$ cat config.mk
export PLATFORM = sky130hd
export DESIGN_NAME = stf_mul
export DESIGN_NICKNAME = d
export VERILOG_FILES = /design/src/rtl/stf_pkg.sv /design/src/rtl/stf_mul.sv
export SDC_FILE = /design/constraint.sdc
export NUM_CORES = 2
export LEC_CHECK = 0
export ABC_AREA = 1
export BUFFER_PORTS_ARGS = -buffer_cell sky130_fd_sc_hd__buf_2
export CAP_MARGIN = 20
export CORE_UTILIZATION = 67
export DETAILED_ROUTE_END_ITERATION = 6
export MAX_ROUTING_LAYER = met4
export PLACE_DENSITY_LB_ADDON = 0.08
export SLEW_MARGIN = 40
export SYNTH_ARGS = -nofsm -noshare
export SYNTH_HDL_FRONTEND = slang
export SYNTH_SLANG_ARGS = --single-unit
$ cat constraint.sdc
create_clock -name clk -period 9.7 [get_ports clk]
set_input_delay 0.485 -clock clk [delete_from_list [all_inputs] [get_ports clk]]
set_output_delay 0.485 -clock clk [all_outputs]
set_load 0.005 [all_outputs]
$ cat src/rtl/stf_pkg.sv
package stf_pkg;

  // Coordinate format of both point sets: signed, 8 fraction bits.
  localparam int COORD_BITS = 24;
  localparam int CU_W       = COORD_BITS + 1;
  localparam int MUL_W      = 33;
  localparam int WORD_W     = 64;
  localparam int AB_W       = 63 - COORD_BITS;
  localparam int XY_W       = 34;
  localparam int Z_W        = 32;
  localparam int EXP_W      = 8;
  localparam int EXTRA_W    = 6;
  localparam int STEP_W     = 5;
  localparam int CORDIC_STEPS = 24;
  localparam int ROT_W      = 19;
  localparam int SCALE_W    = 24;
  localparam int STATUS_W   = 2;
  localparam int THRESH_W   = 16;

  localparam logic [WORD_W-1:0] AB_CAP    = 64'd1 << (61 - COORD_BITS);
  localparam logic [WORD_W-1:0] SCALE_MAX = 64'hFF_FFFF;
  localparam logic [WORD_W-1:0] NO_CAP    = '1;
  localparam logic [SCALE_W-1:0] SCALE_ONE = 24'd65536;
  localparam logic signed [Z_W-1:0] ANGLE_PI = 32'sd52707179;
  localparam logic signed [Z_W-1:0] ANGLE_OUT_MAX = 32'sd205887;
  localparam logic [29:0] INV_GAIN_Q30 = 30'd652032875;
  localparam logic signed [EXP_W-1:0] EXP_INIT = 8'sd16;
  localparam logic [THRESH_W-1:0] THRESH_RESET = 16'd1;

  // Result status codes.
  localparam logic [STATUS_W-1:0] FIT_FULL  = 2'd0;
  localparam logic [STATUS_W-1:0] FIT_FEW   = 2'd1;
  localparam logic [STATUS_W-1:0] FIT_DEGEN = 2'd2;

  typedef struct packed {
    logic signed [COORD_BITS-1:0] map_x;
    logic signed [COORD_BITS-1:0] map_y;
    logic signed [COORD_BITS-1:0] robot_x;
    logic signed [COORD_BITS-1:0] robot_y;
    logic                         last_pair;
  } pair_t;

  typedef struct packed {
    logic signed [ROT_W-1:0]      rotation;
    logic [SCALE_W-1:0]           scale;
    logic signed [COORD_BITS-1:0] shift_x;
    logic signed [COORD_BITS-1:0] shift_y;
    logic [STATUS_W-1:0]          fit_status;
  } fit_t;

  // Request to the shared divider: floor(num * 2^extra / den), capped.
  typedef struct packed {
    logic               start;
    logic [WORD_W-1:0]  num;
    logic [WORD_W-1:0]  den;
    logic [EXTRA_W-1:0] extra;
    logic [WORD_W-1:0]  cap;
  } div_req_t;

  typedef struct packed {
    logic                   start;
    logic signed [XY_W-1:0] x;
    logic signed [XY_W-1:0] y;
  } cordic_req_t;

  typedef enum logic [4:0] {
    ST_IDLE,
    ST_START,
    ST_MEAN_GO,
    ST_MEAN_WAIT,
    ST_READ,
    ST_CENTER,
    ST_SUM_MUL,
    ST_SUM_ACC,
    ST_CHECK,
    ST_AB_GO,
    ST_AB_WAIT,
    ST_TR_MUL,
    ST_TR_ACC,
    ST_ROUND,
    ST_NORM,
    ST_CORDIC_GO,
    ST_CORDIC_WAIT,
    ST_GAIN_MUL,
    ST_GAIN_ACC,
    ST_SCALE_GO,
    ST_SCALE_WAIT,
    ST_OUT
  } state_t;

  // Arctangent of 2^-i with 24 fraction bits.
  function automatic logic signed [Z_W-1:0] cordic_atan(input logic [STEP_W-1:0] i);
    logic signed [Z_W-1:0] r;
    case (i)
      5'd0:    r = 32'sd13176795;
      5'd1:    r = 32'sd7778716;
      5'd2:    r = 32'sd4110060;
      5'd3:    r = 32'sd2086331;
      5'd4:    r = 32'sd1047214;
      5'd5:    r = 32'sd524117;
      5'd6:    r = 32'sd262123;
      5'd7:    r = 32'sd131069;
      5'd8:    r = 32'sd65536;
      5'd9:    r = 32'sd32768;
      5'd10:   r = 32'sd16384;
      5'd11:   r = 32'sd8192;
      5'd12:   r = 32'sd4096;
      5'd13:   r = 32'sd2048;
      5'd14:   r = 32'sd1024;
      5'd15:   r = 32'sd512;
      5'd16:   r = 32'sd256;
      5'd17:   r = 32'sd128;
      5'd18:   r = 32'sd64;
      5'd19:   r = 32'sd32;
      5'd20:   r = 32'sd16;
      5'd21:   r = 32'sd8;
      5'd22:   r = 32'sd4;
      5'd23:   r = 32'sd2;
      default: r = 32'sd0;
    endcase
    return r;
  endfunction

  // Saturate a wide signed value to the coordinate width.
  function automatic logic signed [COORD_BITS-1:0] sat_coord(input logic signed [WORD_W-1:0] v);
    logic signed [WORD_W-1:0] hi;
    logic signed [WORD_W-1:0] lo;
    logic signed [COORD_BITS-1:0] r;
    hi = (64'sd1 <<< (COORD_BITS - 1)) - 64'sd1;
    lo = -hi - 64'sd1;
    if (v > hi) begin
      r = hi[COORD_BITS-1:0];
    end else if (v < lo) begin
      r = lo[COORD_BITS-1:0];
    end else begin
      r = v[COORD_BITS-1:0];
    end
    return r;
  endfunction

endpackage

$ cat src/rtl/stf_mul.sv
module stf_mul (
  input  logic                              clk,
  input  logic signed [stf_pkg::MUL_W-1:0]  a,
  input  logic signed [stf_pkg::MUL_W-1:0]  b,
  output logic signed [stf_pkg::WORD_W-1:0] prod
);
  import stf_pkg::*;

  logic signed [2*MUL_W-1:0] full;

  // Signed product, registered, kept to the accumulator width.
  assign full = a * b;

  always_ff @(posedge clk) begin
    prod <= full[WORD_W-1:0];
  end

endmodule

Word level (Yosys, flattened, before mapping)
Cells that the tools add are included.
{"block": "totals", "ff_bits": 64, "word_cells": 2, "output_inout_bits": 64}
{"block": "op_classes", "mul": 1}
{"op": "33-bit by 33-bit multiplier with 64-bit output", "count": 1}

Logic depth before layout (Yosys ltp)
{"block": "depth", "depth_word": 1, "ltp_mapped": 32, "depth_no_buf": 30}

Worst setup path before layout
Ideal clock, no wire load.
{"block": "synth_timing", "path_kind": "input -> register", "startpoint": "input a[32] (netlist bit)", "endpoint": "register prod[50] (netlist bit)", "cell_stages": 26, "t_arrival_ps": 7334, "slack_ps": 2253, "setup_time_ps": 113, "cell_sequence": "clkbuf_1 -> clkbuf_1 -> nand2_1 -> inv_1 -> fa_1 -> fa_1 -> fa_1 -> inv_1 -> fa_1 -> inv_1 -> fa_1 -> fa_1 -> fa_1 -> inv_1 -> fa_1 -> inv_1 -> ha_1 -> nand2_1 -> nor2_1 -> inv_1 -> nor3_2 -> nand2_1 -> nor3_2 -> nand2_1 -> nand4_1 -> nand2_1"}
{"block": "synth_between", "elab_chain_cells": 1}
{"item": "start, declared", "line": "stf_mul.sv:3", "source": "input logic signed [stf_pkg::MUL_W-1:0] a,"}
{"item": "33-bit by 33-bit multiplier with 64-bit output", "line": "stf_mul.sv:12", "source": "assign full = a * b;"}
{"item": "named net full[50]", "line": "stf_mul.sv:9", "source": "logic signed [2*MUL_W-1:0] full;"}
{"item": "end signal, assigned", "line": "stf_mul.sv:15", "source": "prod <= full[WORD_W-1:0];"}
{"item": "end, declared", "line": "stf_mul.sv:5", "source": "output logic signed [stf_pkg::WORD_W-1:0] prod"}
The timed path passes the listed nets, and every way through them passes these cells.

Final worst setup path
{"block": "layout_timing", "startpoint": "input b[0] (netlist bit)", "endpoint": "register prod[63] (netlist bit)"}
{"block": "layout_between", "elab_chain_cells": 1}
{"item": "start, declared", "line": "stf_mul.sv:4", "source": "input logic signed [stf_pkg::MUL_W-1:0] b,"}
{"item": "33-bit by 33-bit multiplier with 64-bit output", "line": "stf_mul.sv:12"}
{"item": "named net full[63]", "line": "stf_mul.sv:9"}
The timed path passes the listed nets, and every way through them passes these cells.

==> metrics.cfg <==
[yosys]
avgSynthCellArea_um2=7.86
syn_nets=6753
ys_seq_area_frac=0.0305
synth-main-ff-cell=dfxtp_1
yosys_warnings=0
synth_seq_cells=64
synth_top_area_frac=0.536
synthTopCellsByArea=fa_1 54%, inv_1 16%, nand2_1 13%, ha_1 6.3%, dfxtp_1 3.0%
synth.distinct_cells=32
syn_area_um2=42000
synth_largest_area_cell=fa_1
async_flop_share=0
yosys-top-cells-count=1799 x inv_1, 1431 x nand2_1, 1125 x fa_1
synthCells=5349
synth_edf_count=0
post-synth-top-count-cell=inv_1

[drt]
wl_per_cell_um=19.5
drt_iter0_markers=2746
drt-pass1-iter-count=7
finalWirelength_um=119000
remaining_drc_errors=1
num_vias=32800
ant_nets=0
avgViaCountPerCell=5.37

[placement]
port_buffers=130
gp_congestion=1.02
dp_hpwl_um=101000

[clock_network]
post_cts_buffers=0
cts-resized-gates=0
root_buffer=clkbuf_16
ctsHoldBuffers=0
clock_sinks=64
cts_max_path_buffers=2
path_clk_slew_ns=0.07
cts_tree=yes
htree_levels=3
cts_buffers=9

[timing]
hold_viol_final=0
timing.final.crit_share=0.862
tns_ns=0
period_minus_slack_ns=8.36
maxSlewHeadroom=0.382
slew_violations=0
rsz0062_at_grt=no
max_freq_mhz=120
setup_viol=0
worstMarginPinSlew_ns=0.927

[hold_path]
min_path_cells=3
min_path_type=input pin to register

[outcome]
failed_checks=DRC
status=finished, violations left

[setup_path]
critPathCaptureType=register
cp_max_fo=33
critical_path_class=input pin to register
required_ns=9.97
startpoint_type=input pin
cp.arrival_ns=8.64

[final_layout]
fillers=5146
nNetsFinal=6661
area_delta_synth_final_pct=3.10
drive_gt1_frac=0.0437
regMostFlops=prod
largestRegisters=prod (64)
largest_register_ff_count=64

[floorplanning]
core_um2=61800
die_y_um=252
start_util=0.680
dieArea_um2=63800
io_pins=131
die_w_um=252
num_rows=91

[grt]
grt_pass1_vias=34600
overflow=0
antenna_found_initial=11
gr-usage-all-layers=0.413
grt_pass1_wl_um=192000
grt_max_degree=35

[flow_run]
drv_cap=0

==> cell type report <==
| type | count | area (um^2) | share of cell area |
|---|---|---|---|
| multi-input combinational | 3222 | 33000 | 0.762 |
| inverter | 1800 | 6760 | 0.156 |
| sequential | 64 | 1280 | 0.0296 |
| tap | 837 | 1050 | 0.0242 |
| timing repair buffer | 160 | 938 | 0.0216 |
| clock buffer | 10 | 239 | 0.00551 |
| clock inverter | 6 | 45.0 | 0.00104 |
| antenna | 10 | 25.0 | 0.000577 |
==> critical path, cell delays in order <==
cell	delay [ns]
buf_2	0.56
nand2_1	0.20
inv_1	0.18
fa_1	0.49
fa_1	0.56
fa_1	0.89
inv_1	0.30
fa_1	0.85
inv_1	0.39
fa_1	0.57
fa_1	0.51
fa_1	0.49
inv_1	0.05
fa_1	0.48
inv_1	0.05
ha_1	0.44
nand2_1	0.15
nor2_1	0.21
nand2_1	0.16
nor3_2	0.20
nand2_1	0.07
nand2_1	0.14
inv_1	0.06
nand2_1	0.07
nand2_1	0.04
==> per-stage QoR <==
| step | cells | hold slack, ns | setup slack [ns] | util | cell area [um^2] |
|---|---|---|---|---|---|
| final | 6109 | 0.724 | 1.34 | 0.701 | 43300 |
| after CTS | 6098 | 0.693 | 1.42 | 0.700 | 43300 |
| after global placement | 6081 | 0.861 | 1.15 | 0.695 | 43000 |
| after detailed placement | 6082 | 0.860 | 1.04 | 0.695 | 43000 |
| after global routing | 6109 | 0.735 | 0.874 | 0.701 | 43300 |
| after floorplan | 5349 | 0.749 | 2.25 | - | 42000 |
==> cells by family (layout without fill, tap and decap cells) <==
kind of cell | Yosys count | in the layout | share of synthesized area
fa+ha+maj | 1337 | 1337 | 0.599
buf+inv | 2063 | 1976 | 0.184
compound gates | 143 | 143 | 0.0186
simple gates | 1706 | 1706 | 0.160
xor+xnor | 36 | 36 | 0.00750
flops | 64 | 64 | 0.0305
other cells | 0 | 10 | 0
==> routing by layer <==
layer	vias up	wire, um	track usage
met5	-	0	-
met4	0	5400	0.176
met3	298	12300	0.0777
met2	1661	55200	0.626
met1	16500	46300	0.549
li1	14300	-	-
==> path summary, 6_finish.rpt <==
check             from  endpoint  slack [ns]
setup / recovery  b[0]  prod[63]        1.34
hold / removal    b[0]   prod[0]        0.72
==> layout by cell type (no fill, tap or decap), types with 20 or more instances in the layout <==
master,n
nand2_1,1431
dfxtp_1,64
fa_1,1125
a21oi_1,75
ha_1,212
nand3_1,66
nand4_1,20
buf_2,121
nor2_1,129
xor2_1,31
inv_1,1798
o21ai_0,35
buf_4,37
Power is left out: the tool's default activity adds up to more than one toggle a clock period on the data nets, which glitch-free logic cannot reach.
