**config.mk**
```make
export PLATFORM = sky130hd
export DESIGN_NAME = stf_div
export DESIGN_NICKNAME = d
export VERILOG_FILES = /design/src/rtl/stf_pkg.sv /design/src/rtl/stf_div.sv
export SDC_FILE = /design/constraint.sdc
export NUM_CORES = 1
export LEC_CHECK = 0
export BUFFER_PORTS_ARGS = -buffer_cell sky130_fd_sc_hd__buf_2
export CAP_MARGIN = 0
export CORE_MARGIN = 4
export CORE_UTILIZATION = 30
export DETAILED_ROUTE_END_ITERATION = 8
export GPL_TIMING_DRIVEN = 0
export PLACE_DENSITY = 0.46
export RECOVER_POWER = 100
export SLEW_MARGIN = 20
export SYNTH_ARGS = -nofsm -noshare
export SYNTH_HDL_FRONTEND = slang
export SYNTH_SLANG_ARGS = --single-unit
```
**constraint.sdc**
```tcl
create_clock -name clk -period 6.7 [get_ports clk]
set_input_delay 0.335 -clock clk [delete_from_list [all_inputs] [get_ports clk]]
set_output_delay 0.335 -clock clk [all_outputs]
set_load 0.03 [all_outputs]
```
**src/rtl/stf_pkg.sv**
```systemverilog
package stf_pkg;

  // Coordinate format of both point sets: signed, 8 fraction bits.
  localparam int COORD_BITS = 24;
  localparam int CU_W       = COORD_BITS + 1;
  localparam int MUL_W      = 33;
  localparam int WORD_W     = 64;
  localparam int AB_W       = 63 - COORD_BITS;
  localparam int XY_W       = 34;
  localparam int Z_W        = 32;
  localparam int EXP_W      = 8;
  localparam int EXTRA_W    = 6;
  localparam int STEP_W     = 5;
  localparam int CORDIC_STEPS = 24;
  localparam int ROT_W      = 19;
  localparam int SCALE_W    = 24;
  localparam int STATUS_W   = 2;
  localparam int THRESH_W   = 16;

  localparam logic [WORD_W-1:0] AB_CAP    = 64'd1 << (61 - COORD_BITS);
  localparam logic [WORD_W-1:0] SCALE_MAX = 64'hFF_FFFF;
  localparam logic [WORD_W-1:0] NO_CAP    = '1;
  localparam logic [SCALE_W-1:0] SCALE_ONE = 24'd65536;
  localparam logic signed [Z_W-1:0] ANGLE_PI = 32'sd52707179;
  localparam logic signed [Z_W-1:0] ANGLE_OUT_MAX = 32'sd205887;
  localparam logic [29:0] INV_GAIN_Q30 = 30'd652032875;
  localparam logic signed [EXP_W-1:0] EXP_INIT = 8'sd16;
  localparam logic [THRESH_W-1:0] THRESH_RESET = 16'd1;

  // Result status codes.
  localparam logic [STATUS_W-1:0] FIT_FULL  = 2'd0;
  localparam logic [STATUS_W-1:0] FIT_FEW   = 2'd1;
  localparam logic [STATUS_W-1:0] FIT_DEGEN = 2'd2;

  typedef struct packed {
    logic signed [COORD_BITS-1:0] map_x;
    logic signed [COORD_BITS-1:0] map_y;
    logic signed [COORD_BITS-1:0] robot_x;
    logic signed [COORD_BITS-1:0] robot_y;
    logic                         last_pair;
  } pair_t;

  typedef struct packed {
    logic signed [ROT_W-1:0]      rotation;
    logic [SCALE_W-1:0]           scale;
    logic signed [COORD_BITS-1:0] shift_x;
    logic signed [COORD_BITS-1:0] shift_y;
    logic [STATUS_W-1:0]          fit_status;
  } fit_t;

  // Request to the shared divider: floor(num * 2^extra / den), capped.
  typedef struct packed {
    logic               start;
    logic [WORD_W-1:0]  num;
    logic [WORD_W-1:0]  den;
    logic [EXTRA_W-1:0] extra;
    logic [WORD_W-1:0]  cap;
  } div_req_t;

  typedef struct packed {
    logic                   start;
    logic signed [XY_W-1:0] x;
    logic signed [XY_W-1:0] y;
  } cordic_req_t;

  typedef enum logic [4:0] {
    ST_IDLE,
    ST_START,
    ST_MEAN_GO,
    ST_MEAN_WAIT,
    ST_READ,
    ST_CENTER,
    ST_SUM_MUL,
    ST_SUM_ACC,
    ST_CHECK,
    ST_AB_GO,
    ST_AB_WAIT,
    ST_TR_MUL,
    ST_TR_ACC,
    ST_ROUND,
    ST_NORM,
    ST_CORDIC_GO,
    ST_CORDIC_WAIT,
    ST_GAIN_MUL,
    ST_GAIN_ACC,
    ST_SCALE_GO,
    ST_SCALE_WAIT,
    ST_OUT
  } state_t;

  // Arctangent of 2^-i with 24 fraction bits.
  function automatic logic signed [Z_W-1:0] cordic_atan(input logic [STEP_W-1:0] i);
    logic signed [Z_W-1:0] r;
    case (i)
      5'd0:    r = 32'sd13176795;
      5'd1:    r = 32'sd7778716;
      5'd2:    r = 32'sd4110060;
      5'd3:    r = 32'sd2086331;
      5'd4:    r = 32'sd1047214;
      5'd5:    r = 32'sd524117;
      5'd6:    r = 32'sd262123;
      5'd7:    r = 32'sd131069;
      5'd8:    r = 32'sd65536;
      5'd9:    r = 32'sd32768;
      5'd10:   r = 32'sd16384;
      5'd11:   r = 32'sd8192;
      5'd12:   r = 32'sd4096;
      5'd13:   r = 32'sd2048;
      5'd14:   r = 32'sd1024;
      5'd15:   r = 32'sd512;
      5'd16:   r = 32'sd256;
      5'd17:   r = 32'sd128;
      5'd18:   r = 32'sd64;
      5'd19:   r = 32'sd32;
      5'd20:   r = 32'sd16;
      5'd21:   r = 32'sd8;
      5'd22:   r = 32'sd4;
      5'd23:   r = 32'sd2;
      default: r = 32'sd0;
    endcase
    return r;
  endfunction

  // Saturate a wide signed value to the coordinate width.
  function automatic logic signed [COORD_BITS-1:0] sat_coord(input logic signed [WORD_W-1:0] v);
    logic signed [WORD_W-1:0] hi;
    logic signed [WORD_W-1:0] lo;
    logic signed [COORD_BITS-1:0] r;
    hi = (64'sd1 <<< (COORD_BITS - 1)) - 64'sd1;
    lo = -hi - 64'sd1;
    if (v > hi) begin
      r = hi[COORD_BITS-1:0];
    end else if (v < lo) begin
      r = lo[COORD_BITS-1:0];
    end else begin
      r = v[COORD_BITS-1:0];
    end
    return r;
  endfunction

endpackage

```
**src/rtl/stf_div.sv**
```systemverilog
module stf_div (
  input  logic              clk,
  input  logic              rst,
  input  stf_pkg::div_req_t req,
  output logic              done,
  output logic [63:0]       quo
);
  import stf_pkg::*;

  logic              busy;
  logic [WORD_W-1:0] num_sh;
  logic [WORD_W-1:0] rem;
  logic [WORD_W-1:0] q;
  logic [WORD_W-1:0] den;
  logic [WORD_W-1:0] cap;
  logic              ovf;
  logic [6:0]        cnt;
  logic [6:0]        last_cnt;
  logic [WORD_W:0]   rem2;
  logic              ge;

  // One quotient bit per cycle: shift in the next numerator bit, trial subtract.
  always_comb begin
    rem2 = {rem, num_sh[WORD_W-1]};
    ge   = (rem2 >= {1'b0, den});
  end

  always_ff @(posedge clk) begin
    if (rst) begin
      busy <= 1'b0;
      done <= 1'b0;
    end else begin
      done <= busy && (cnt == last_cnt);
      if (req.start) begin
        busy <= 1'b1;
      end else if (busy && (cnt == last_cnt)) begin
        busy <= 1'b0;
      end
    end
  end

  always_ff @(posedge clk) begin
    if (req.start) begin
      num_sh   <= req.num;
      rem      <= '0;
      q        <= '0;
      ovf      <= 1'b0;
      den      <= req.den;
      cap      <= req.cap;
      cnt      <= '0;
      last_cnt <= 7'd63 + {1'b0, req.extra};
    end else if (busy) begin
      rem    <= ge ? WORD_W'(rem2 - {1'b0, den}) : rem2[WORD_W-1:0];
      q      <= {q[WORD_W-2:0], ge};
      ovf    <= ovf | q[WORD_W-1];
      num_sh <= {num_sh[WORD_W-2:0], 1'b0};
      cnt    <= cnt + 7'd1;
    end
  end

  // Quotients that overflow the register or pass the cap saturate.
  assign quo = (ovf || (q > cap)) ? cap : q;

endmodule

```
# After elaboration in Yosys (flattened, before gate mapping)

Index checks and enable logic that the tools add are counted.

Add/subtract/negate cells: 3
Magnitude comparators: 2
Eq/ne operators: 1
Multiplexer cells: 6
Bitwise logic cells: 1
Reduce and logical (&&, ||, !) cells: 4

Operators by type and width:

| cell                | number |
|---|---|
| $mux 64             | 4 |
| $ge 65x64->1        | 1 |
| $gt 64x64->1        | 1 |
| $sub 64x64->64      | 1 |
| $add 6x6->7 const A | 1 |
| $add 7x1->7 const B | 1 |
| $eq 7x7->1          | 1 |
| $reduce_bool 2->1   | 2 |
| $mux 1              | 2 |
| $logic_and 1x1->1   | 1 |
| $logic_or 1x1->1    | 1 |
| $or 1x1->1          | 1 |

Register bits: 337
Output and inout port bits: 65

# Longest topological paths before layout

Gate-level depths: netlist of the first run.

Depth in word-level cells: 4
Depth in mapped cells: 15

# Worst setup path before layout of the first run

Ideal clock, no wire load.

Kind: register -> output
Start point: reg cap[5]
End point: out quo[13]
Arrival time: 3,016 ps
Slack: 3,349 ps
Stages on the path, launching flop included: 15
Cells stage by stage: edfxtp_1 > inv_1 > ha_1 > a21o_1 > a21o_1 > a21oi_1 > nor2_1 > a211oi_1 > o211ai_1 > a221o_1 > a221oi_1 > o31a_1 > buf_2 > buf_2 > mux2_1

Cells in the longest elaborated chain, start to end: 3

Ends and longest elaborated chain:

| item                   | line          | text |
|---|---|---|
| start, declared        | stf_div.sv:15 | `logic [WORD_W-1:0] cap;` |
| start signal, assigned | stf_div.sv:49 | `cap <= req.cap;` |
| $gt 64x64->1           | stf_div.sv:62 | `assign quo = (ovf \|\| (q > cap)) ? cap : q;` |
| $logic_or 1x1->1       | stf_div.sv:62 |  |
| $mux 64                | stf_div.sv:62 |  |
| end, declared          | stf_div.sv:6  | `output logic [63:0] quo` |

No other way between the ends.

# Worst setup path after layout of the first run

Start point: reg cap[5]
End point: out quo[62]

Same word-level chain as after synthesis.

==> results of run 1 <==
-- area by class of cell --
cell class	instances	area (µm²)
Sequential cell	337	8740
Fill cell	6195	38000
Timing Repair Buffer	398	2590
Clock buffer	58	1190
Multi-Input combinational cell	1250	9220
Inverter	150	564
Tap cell	837	1050
Clock inverter	23	305
Antenna cell	9	22.5
Buffer	87	350
-- sequential cells by signal (all words and copies together), names as in the netlist --
signal and flops:
rem 64, num_sh 64, cnt 7, busy 1, done 1, q 64, den 64, ovf 1
cap 64, last_cnt 7
-- critical path, stage by stage, from the launching register on --
cell,delay [ps]
edfxtp_1,370
inv_1,60
ha_1,230
a21o_1,180
a21o_1,180
a21oi_1,140
nor2_1,60
a211oi_1,230
o211ai_1,150
a221o_1,400
a221oi_1,430
o31a_1,200
clkbuf_1,470
clkbuf_1,550
mux2_1,430
clkbuf_1,230
-- cell usage after synthesis (24+ instances only) --
cell	count
dfxtp_1	138
inv_1	149
a211oi_1	49
mux2i_1	87
a21o_1	58
clkbuf_1	61
xnor2_1	39
nand3_1	25
edfxtp_1	199
a21oi_1	126
mux2_1	46
mux2_2	85
nand2_1	76
nor2_1	208
ha_1	130
nand4_1	34
o21ai_0	49
xor2_1	24
-- what timing repair did --
item	CTS	global route
endpoints found under the hold margin	131	0
setup endpoints to repair	0	0
buffers inserted	0	0
hold buffers	131	0
-- cell usage in the layout, fill, tap and decap left out, types with 73 or more instances in the layout --
cell type	n
mux2i_1	87
clkbuf_1	152
a21oi_1	126
dfxtp_1	138
dlygate4sd3_1	131
nor2_1	209
edfxtp_1	199
buf_2	203
mux2_2	73
ha_1	130
nand2_1	76
inv_1	148
-- worst min path at each step --
stage / endpoint / slack [ps] / cells after the start
after floorplan: busy / 410 / 1
after global placement: rem[28] / 460 / 2
after detailed placement: rem[28] / 470 / 2
after CTS: num_sh[3] / 6 / 2
after global routing: num_sh[5] / 20 / 2
final: num_sh[59] / 60 / 2
-- logic make-up after synthesis --
logic type | Yosys count | synth area share (%)
adder cells (fa/ha/maj) | 131 | 8.69
AND/OR/NAND/NOR | 437 | 10.6
buffers and inverters | 237 | 4.98
multiplexers | 218 | 12.4
flip-flops | 337 | 46.1
AO/OA/AOI/OAI | 401 | 14.2
XOR/XNOR | 63 | 2.91
-- layer usage --
metal / vias to the layer above / share of wire (%)
met3: 100 / 5.1
met4: 8 / 2.8
met1: 7027 / 45
met5: - / 0.11
met2: 328 / 47
li1: 7520 / -
-- power groups by stage --
stage / logic [mW] / clock network (mW) / registers, mW
after floorplan: 0.759 / 0 / 2.45
after global placement: 1.07 / 0 / 2.48
after detailed placement: 1.08 / 0 / 2.48
after CTS: 1.15 / 2.56 / 2.44
after global routing: 1.26 / 2.63 / 2.45
final: 1.13 / 2.47 / 2.44
-- stage by stage --
step | worst slack, ps | utilization, % | power [mW] | instance area, µm² | instances
CTS | 1840 | 39.0 | 6.15 | 24200 | 3140
detailed placement | 2510 | 34.5 | 3.56 | 21400 | 2928
finish | 1460 | 38.7 | 6.03 | 24000 | 3149
floorplan | 3350 | - | 3.21 | 18900 | 1824
global route | 1060 | 38.7 | 6.35 | 24000 | 3145
global placement | 402 | 34.3 | 3.55 | 21300 | 2926
==> reports/metrics.yaml, run 1 <==
die:
  chipWidth_um: 259
  start_util_pct: 30.5
  core_mm2: 0.0621
  die_area_mm2: 0.0672
  dieHeight_um: 259
  io_pins: 266
  rows: 91
critical_path:
  crit_required_ps: 6360
  startpoint: "cap[5]"
  reg2regPathDepth: 14
  critical_path_class: "flip-flop to primary output"
  crit_fanout: 10
  timing.rr.start: "den[6]"
  crit_path_end_kind: "primary output"
  endpoint: "quo[62]"
  crit_arrival_ps: 4910
  r2r_slack_ps: 1500
  start_kind: "flip-flop"
  r2r-end: "rem[50]"
pwr:
  pwr-share-comb_pct: 18.7
  clkPwrFrac_pct: 40.9
  p_sw_mw: 1.71
  p_seq_share_pct: 40.4
  p_int_mw: 4.32
  p_leak_nw: 10.5
  vdd_ir_drop_max_mv: 0.168
  power-per-cell-area_mw_per_mm2: 251
  sw_frac_of_total_pct: 28.4
timing:
  setup_viol: 0
  max_freq_mhz: 191
  hold_violations: 0
  period_needed_ps: 5240
  setup_tns_ps: 0
  hold_ws_ps: 58.2
  slew_headroom_pct: -118
  fin_skew_ps: 16.8
  worstMarginPinSlew_ps: 3270
  finalMaxSlewViolations: 51
  fin_crit_sh_pct: 78.3
  rsz0062_at_grt: "false"
drt:
  vias_per_cell: 4.76
  ant_nets: 0
  avgRoutedWirePerCell_um: 17.9
  drt-total-wl_um: 56300
  routed-via-count: 15000
  drt_iter0_markers: 808
  first_pass_iters: 4
  drc: 0
min_path:
  hp-class: "primary input to flip-flop"
  hp-start: "req[193]"
global_route:
  gr-usage-met1_pct: 21.0
  grt_pass1_wl_um: 87000
  met2_usage_pct: 27.5
  antenna_found_initial: 13
  track_usage_pct: 16.3
  top_usage_layer: "met2"
  met3_usage_pct: 3.32
  grt_max_degree: 90
  grt_overflow: 0
  grt_pass1_vias: 15500
status:
  violations: "capacitance limit, slew limit"
  outcome: "finished, violations left"
logic_synthesis:
  syn_avg_cell_area_um2: 10.4
  yosysUniqueCellTypes: 77
  synth_area_leader_cell: "edfxtp_1"
  yosysSeqAreaShare_pct: 46.1
  synthCells: 1824
  synth.ff_latch_count: 337
  syn-cell-area_mm2: 0.0189
  netlist.area_leader.share_pct: 31.5
  ys.flop_type: "edfxtp_1"
  synth_edf_count: 199
  synth_nets: 2156
  synth_warnings: 0
  ys_top_cells_by_area: "edfxtp_1, dfxtp_1, ha_1"
  ys_async_sr_fraction_pct: 0
flow_run:
  cap_violations: 1
clock_network:
  clk_pin_slew_ps: 60
  cts_buffer_depth: 3
  cts_tree: "built"
  clockRootBuffer: "clkbuf_16"
  clock-sinks: 337
  clock_latency_ps: 590
  cts_made_buffers: 44
  post_cts_resized: 0
  htreeDepth: 2
placed_design:
  routabilityCongestion: 0.884
  hpwl_um: 41600
  io_buffers: 265
final_layout:
  final_nets: 2600
  final_layout_size_suffix_gt1_share_pct: 15.8
  syn2layout_area_growth_pct: 26.9
(Power assumes the default switching activity.)
==> run 2: changes to the inputs <==
--- a/config.mk
+++ b/config.mk
@@ -5,13 +5,14 @@
 export SDC_FILE = /design/constraint.sdc
 export NUM_CORES = 1
 export LEC_CHECK = 0
+export ABC_AREA = 1
 export BUFFER_PORTS_ARGS = -buffer_cell sky130_fd_sc_hd__buf_2
 export CAP_MARGIN = 0
 export CORE_MARGIN = 4
 export CORE_UTILIZATION = 30
 export DETAILED_ROUTE_END_ITERATION = 8
 export GPL_TIMING_DRIVEN = 0
-export PLACE_DENSITY = 0.46
+export PLACE_DENSITY = 0.48
 export RECOVER_POWER = 100
 export SLEW_MARGIN = 20
 export SYNTH_ARGS = -nofsm -noshare
==> constraint.sdc (replaced) <==
create_clock -name clk -period 4.8 [get_ports clk]
set_input_delay 0.24 -clock clk [delete_from_list [all_inputs] [get_ports clk]]
set_output_delay 0.24 -clock clk [all_outputs]
set_load 0.03 [all_outputs]
==> reports/metrics.yaml, run 2 <==
final_layout:
  final_area_mm2: 0.0267  # +11%
  final_nets: 3783  # +46%
  register_area_mm2: 0.00874  # unchanged
  nFillCells: 7452  # +20%
  final_layout_size_suffix_gt1_share_pct: 8.95  # -6.9 points
  syn2layout_area_growth_pct: 27.5
  multiInputGateArea_mm2: 0.00974  # +5.5%
  layout_commonest_cell: "nand2_1"
  layout_common_cells: "nand2_1, inv_1, buf_2, dlygate4sd3_1, edfxtp_1"
logic_synthesis:
  ys_top_cells_by_area: "edfxtp_1, nand2_1, dfxtp_1"
  netlist.area_leader.share_pct: 28.6  # -3.0 points
  syn_avg_cell_area_um2: 7.12  # -31%
  ys.flop_type: "edfxtp_1"
  synthCells: 2938  # +61%
  synth.ff_latch_count: 337  # unchanged
  ys_async_sr_fraction_pct: 0  # unchanged
  syn-cell-area_mm2: 0.0209  # +10%
  yosysUniqueCellTypes: 38  # -51%
  synth_nets: 3270  # +52%
  synth_warnings: 0  # unchanged
  synth_edf_count: 199  # unchanged
  synth_area_leader_cell: "edfxtp_1"
  ys_top_cells_by_count: "nand2_1, inv_1, edfxtp_1"
  yosysMostFrequentCell: "nand2_1"
  yosysSeqAreaShare_pct: 41.8  # -4.4 points
pwr:
  vdd_ir_drop_max_mv: 0.247  # +47%
  p_total_mw: 7.29  # +21%
  power-per-cell-area_mw_per_mm2: 273  # +8.9%
  p_leak_nw: 13.4  # +27%
timing:
  slew_headroom_pct: -48.3  # +70 points
  fin_skew_ps: 12.1  # -4.71 ps
  rsz0062_at_grt: "false"
  period_needed_ps: 3990
  max_freq_mhz: 251
  finalMaxSlewViolations: 141  # +180%
  fin_crit_sh_pct: 83.2
  worstMarginPinSlew_ps: 2220  # -1040 ps
  setup_viol: 0  # unchanged
  hold_violations: 0  # unchanged
die:
  io_pins: 266  # unchanged
  chipWidth_um: 272  # +4.9%
  core_mm2: 0.0688  # +11%
  rows: 96  # +5.5%
  die_area_mm2: 0.0740  # +10%
  start_util_pct: 30.4  # -0.12 points
  dieHeight_um: 272  # +4.9%
status:
  violations: "capacitance limit, slew limit"
  outcome: "finished, violations left"
critical_path:
  crit_fanout: 10  # unchanged
  crit_path_end_kind: "flip-flop"
  crit_required_ps: 5260  # -1100 ps
  reg2regPathDepth: 14  # unchanged
  critical_path_class: "flip-flop to flip-flop"
  start_kind: "flip-flop"
  crit_arrival_ps: 4450  # -460 ps
drt:
  drt-total-wl_um: 68800  # +22%
  first_pass_iters: 5  # +1
  routed-via-count: 19500  # +30%
  drc: 0  # unchanged
  ant_nets: 0  # unchanged
  drt_iter0_markers: 1210  # +50%
  avgRoutedWirePerCell_um: 15.6  # -13%
  vias_per_cell: 4.40  # -7.5%
min_path:
  hp-class: "primary input to flip-flop"
  min_delay_path_depth: 1  # -1
global_route:
  grt_pass1_wl_um: 108000  # +24%
  track_usage_pct: 18.4  # +2.1 points
  grt_max_degree: 80  # -11%
  grt_pass1_vias: 19500  # +26%
  antenna_found_initial: 10  # -3
  grt_overflow: 0  # unchanged
placed_design:
  routabilityCongestion: 0.973  # +10%
  dpl-instance-area_mm2: 0.0235  # +9.9%
  hpwl_um: 53100  # +28%
  io_buffers: 265  # unchanged
flow_run:
  cap_violations: 3  # +2
clock_network:
  cts_tree: "built"
  clockRootBuffer: "clkbuf_16"
  clk_pin_slew_ps: 50  # about the same
  clock-sinks: 337  # unchanged
  clock_latency_ps: 580  # about the same
  postCtsSetupBuffers: 0  # unchanged
  cts_made_buffers: 43  # -2.3%
  cts_buffer_depth: 3  # unchanged
  post_cts_resized: 0  # unchanged
  htreeDepth: 2  # unchanged
  hold_buffers: 200  # +53%
run 2: changes by cell type after synthesis, moves of 39 or more:
cell / previous run / this run
a211oi_1: 49 / 0
nor2_1: 208 / 145
o22ai_1: 0 / 62
nand2_1: 76 / 1165
a21o_1: 58 / 0
inv_1: 149 / 518
mux2i_1: 87 / 0
nand3_1: 25 / 187
a21oi_1: 126 / 87
mux2_2: 85 / 0
mux2_1: 46 / 0
run 2: critical path, cell delays in order (launching register included):
cell	delay [ps]
edfxtp_1	350
inv_1	100
ha_1	280
nand2_1	170
inv_1	60
a21oi_1	280
nand2_1	150
a21oi_1	190
nor2_1	70
nor2_1	490
clkbuf_1	610
clkbuf_1	770
nand3_1	150
nand3_1	130
nand2_1	60
run 2: kinds of logic (layout without fill, tap and decap cells):
logic type               Yosys count  after routing  share of synthesized area [%]
XOR/XNOR                          42             42                           1.76
AND/OR/NAND/NOR                 1605           1605                           31.5
flip-flops                       337            337                           41.8
buffers and inverters            618           1166                           11.6
AO/OA/AOI/OAI                    205            205                           5.48
other                              0              4                              0
adder cells (fa/ha/maj)          131            131                           7.87
run 2: power by group:
part	switching, mW	leakage [nW]	total (mW)	internal [mW]
registers	0.0540	3.09	3.30	3.24
logic	0.427	9.58	0.742	0.315
clock network	1.34	0.682	3.25	1.91
run 2: metal layers:
layer  vias up  GRT usage (%)  wire (µm)
met3       113           3.53       3930
li1      10200              -          -
met1      8681           24.8      31900
met2       441           30.2      30800
met4        14           5.39       2080
met5         -              0         80
run 2: area by class of cell:
| type | count | area share [%] |
|---|---|---|
| Antenna cell | 4 | 0.0375 |
| Buffer | 80 | 1.25 |
| Clock buffer | 62 | 4.61 |
| Clock inverter | 18 | 0.699 |
| Inverter | 538 | 7.57 |
| Multi-Input combinational cell | 1983 | 36.5 |
| Sequential cell | 337 | 32.8 |
| Tap cell | 931 | 4.37 |
| Timing Repair Buffer | 468 | 12.2 |
run 2: per-stage QoR:
| stage | hold slack, ps | worst slack (ps) | TNS (ps) | std cells | utilization, % |
|---|---|---|---|---|---|
| 2_1_floorplan | 319 | 1640 | 0 | 2938 | - |
| 3_3_place_gp | 417 | -2630 | -192620 | 4134 | 34.0 |
| 3_5_place_dp | 418 | 1720 | 0 | 4137 | 34.1 |
| 4_1_cts | 42.5 | 1060 | 0 | 4417 | 39.1 |
| 5_1_grt | 74.7 | 447 | 0 | 4418 | 38.7 |
| 6_report | 71.8 | 808 | 0 | 4421 | 38.8 |
run 2: worst paths after layout:
check	start	slack [ps]	endpoint
worst min-delay path	req[198]	70	cap[37]
worst min register to register	rem[32]	470	rem[32]
worst max-delay path	den[40]	810	rem[7]
worst max register to register	den[40]	810	rem[7]
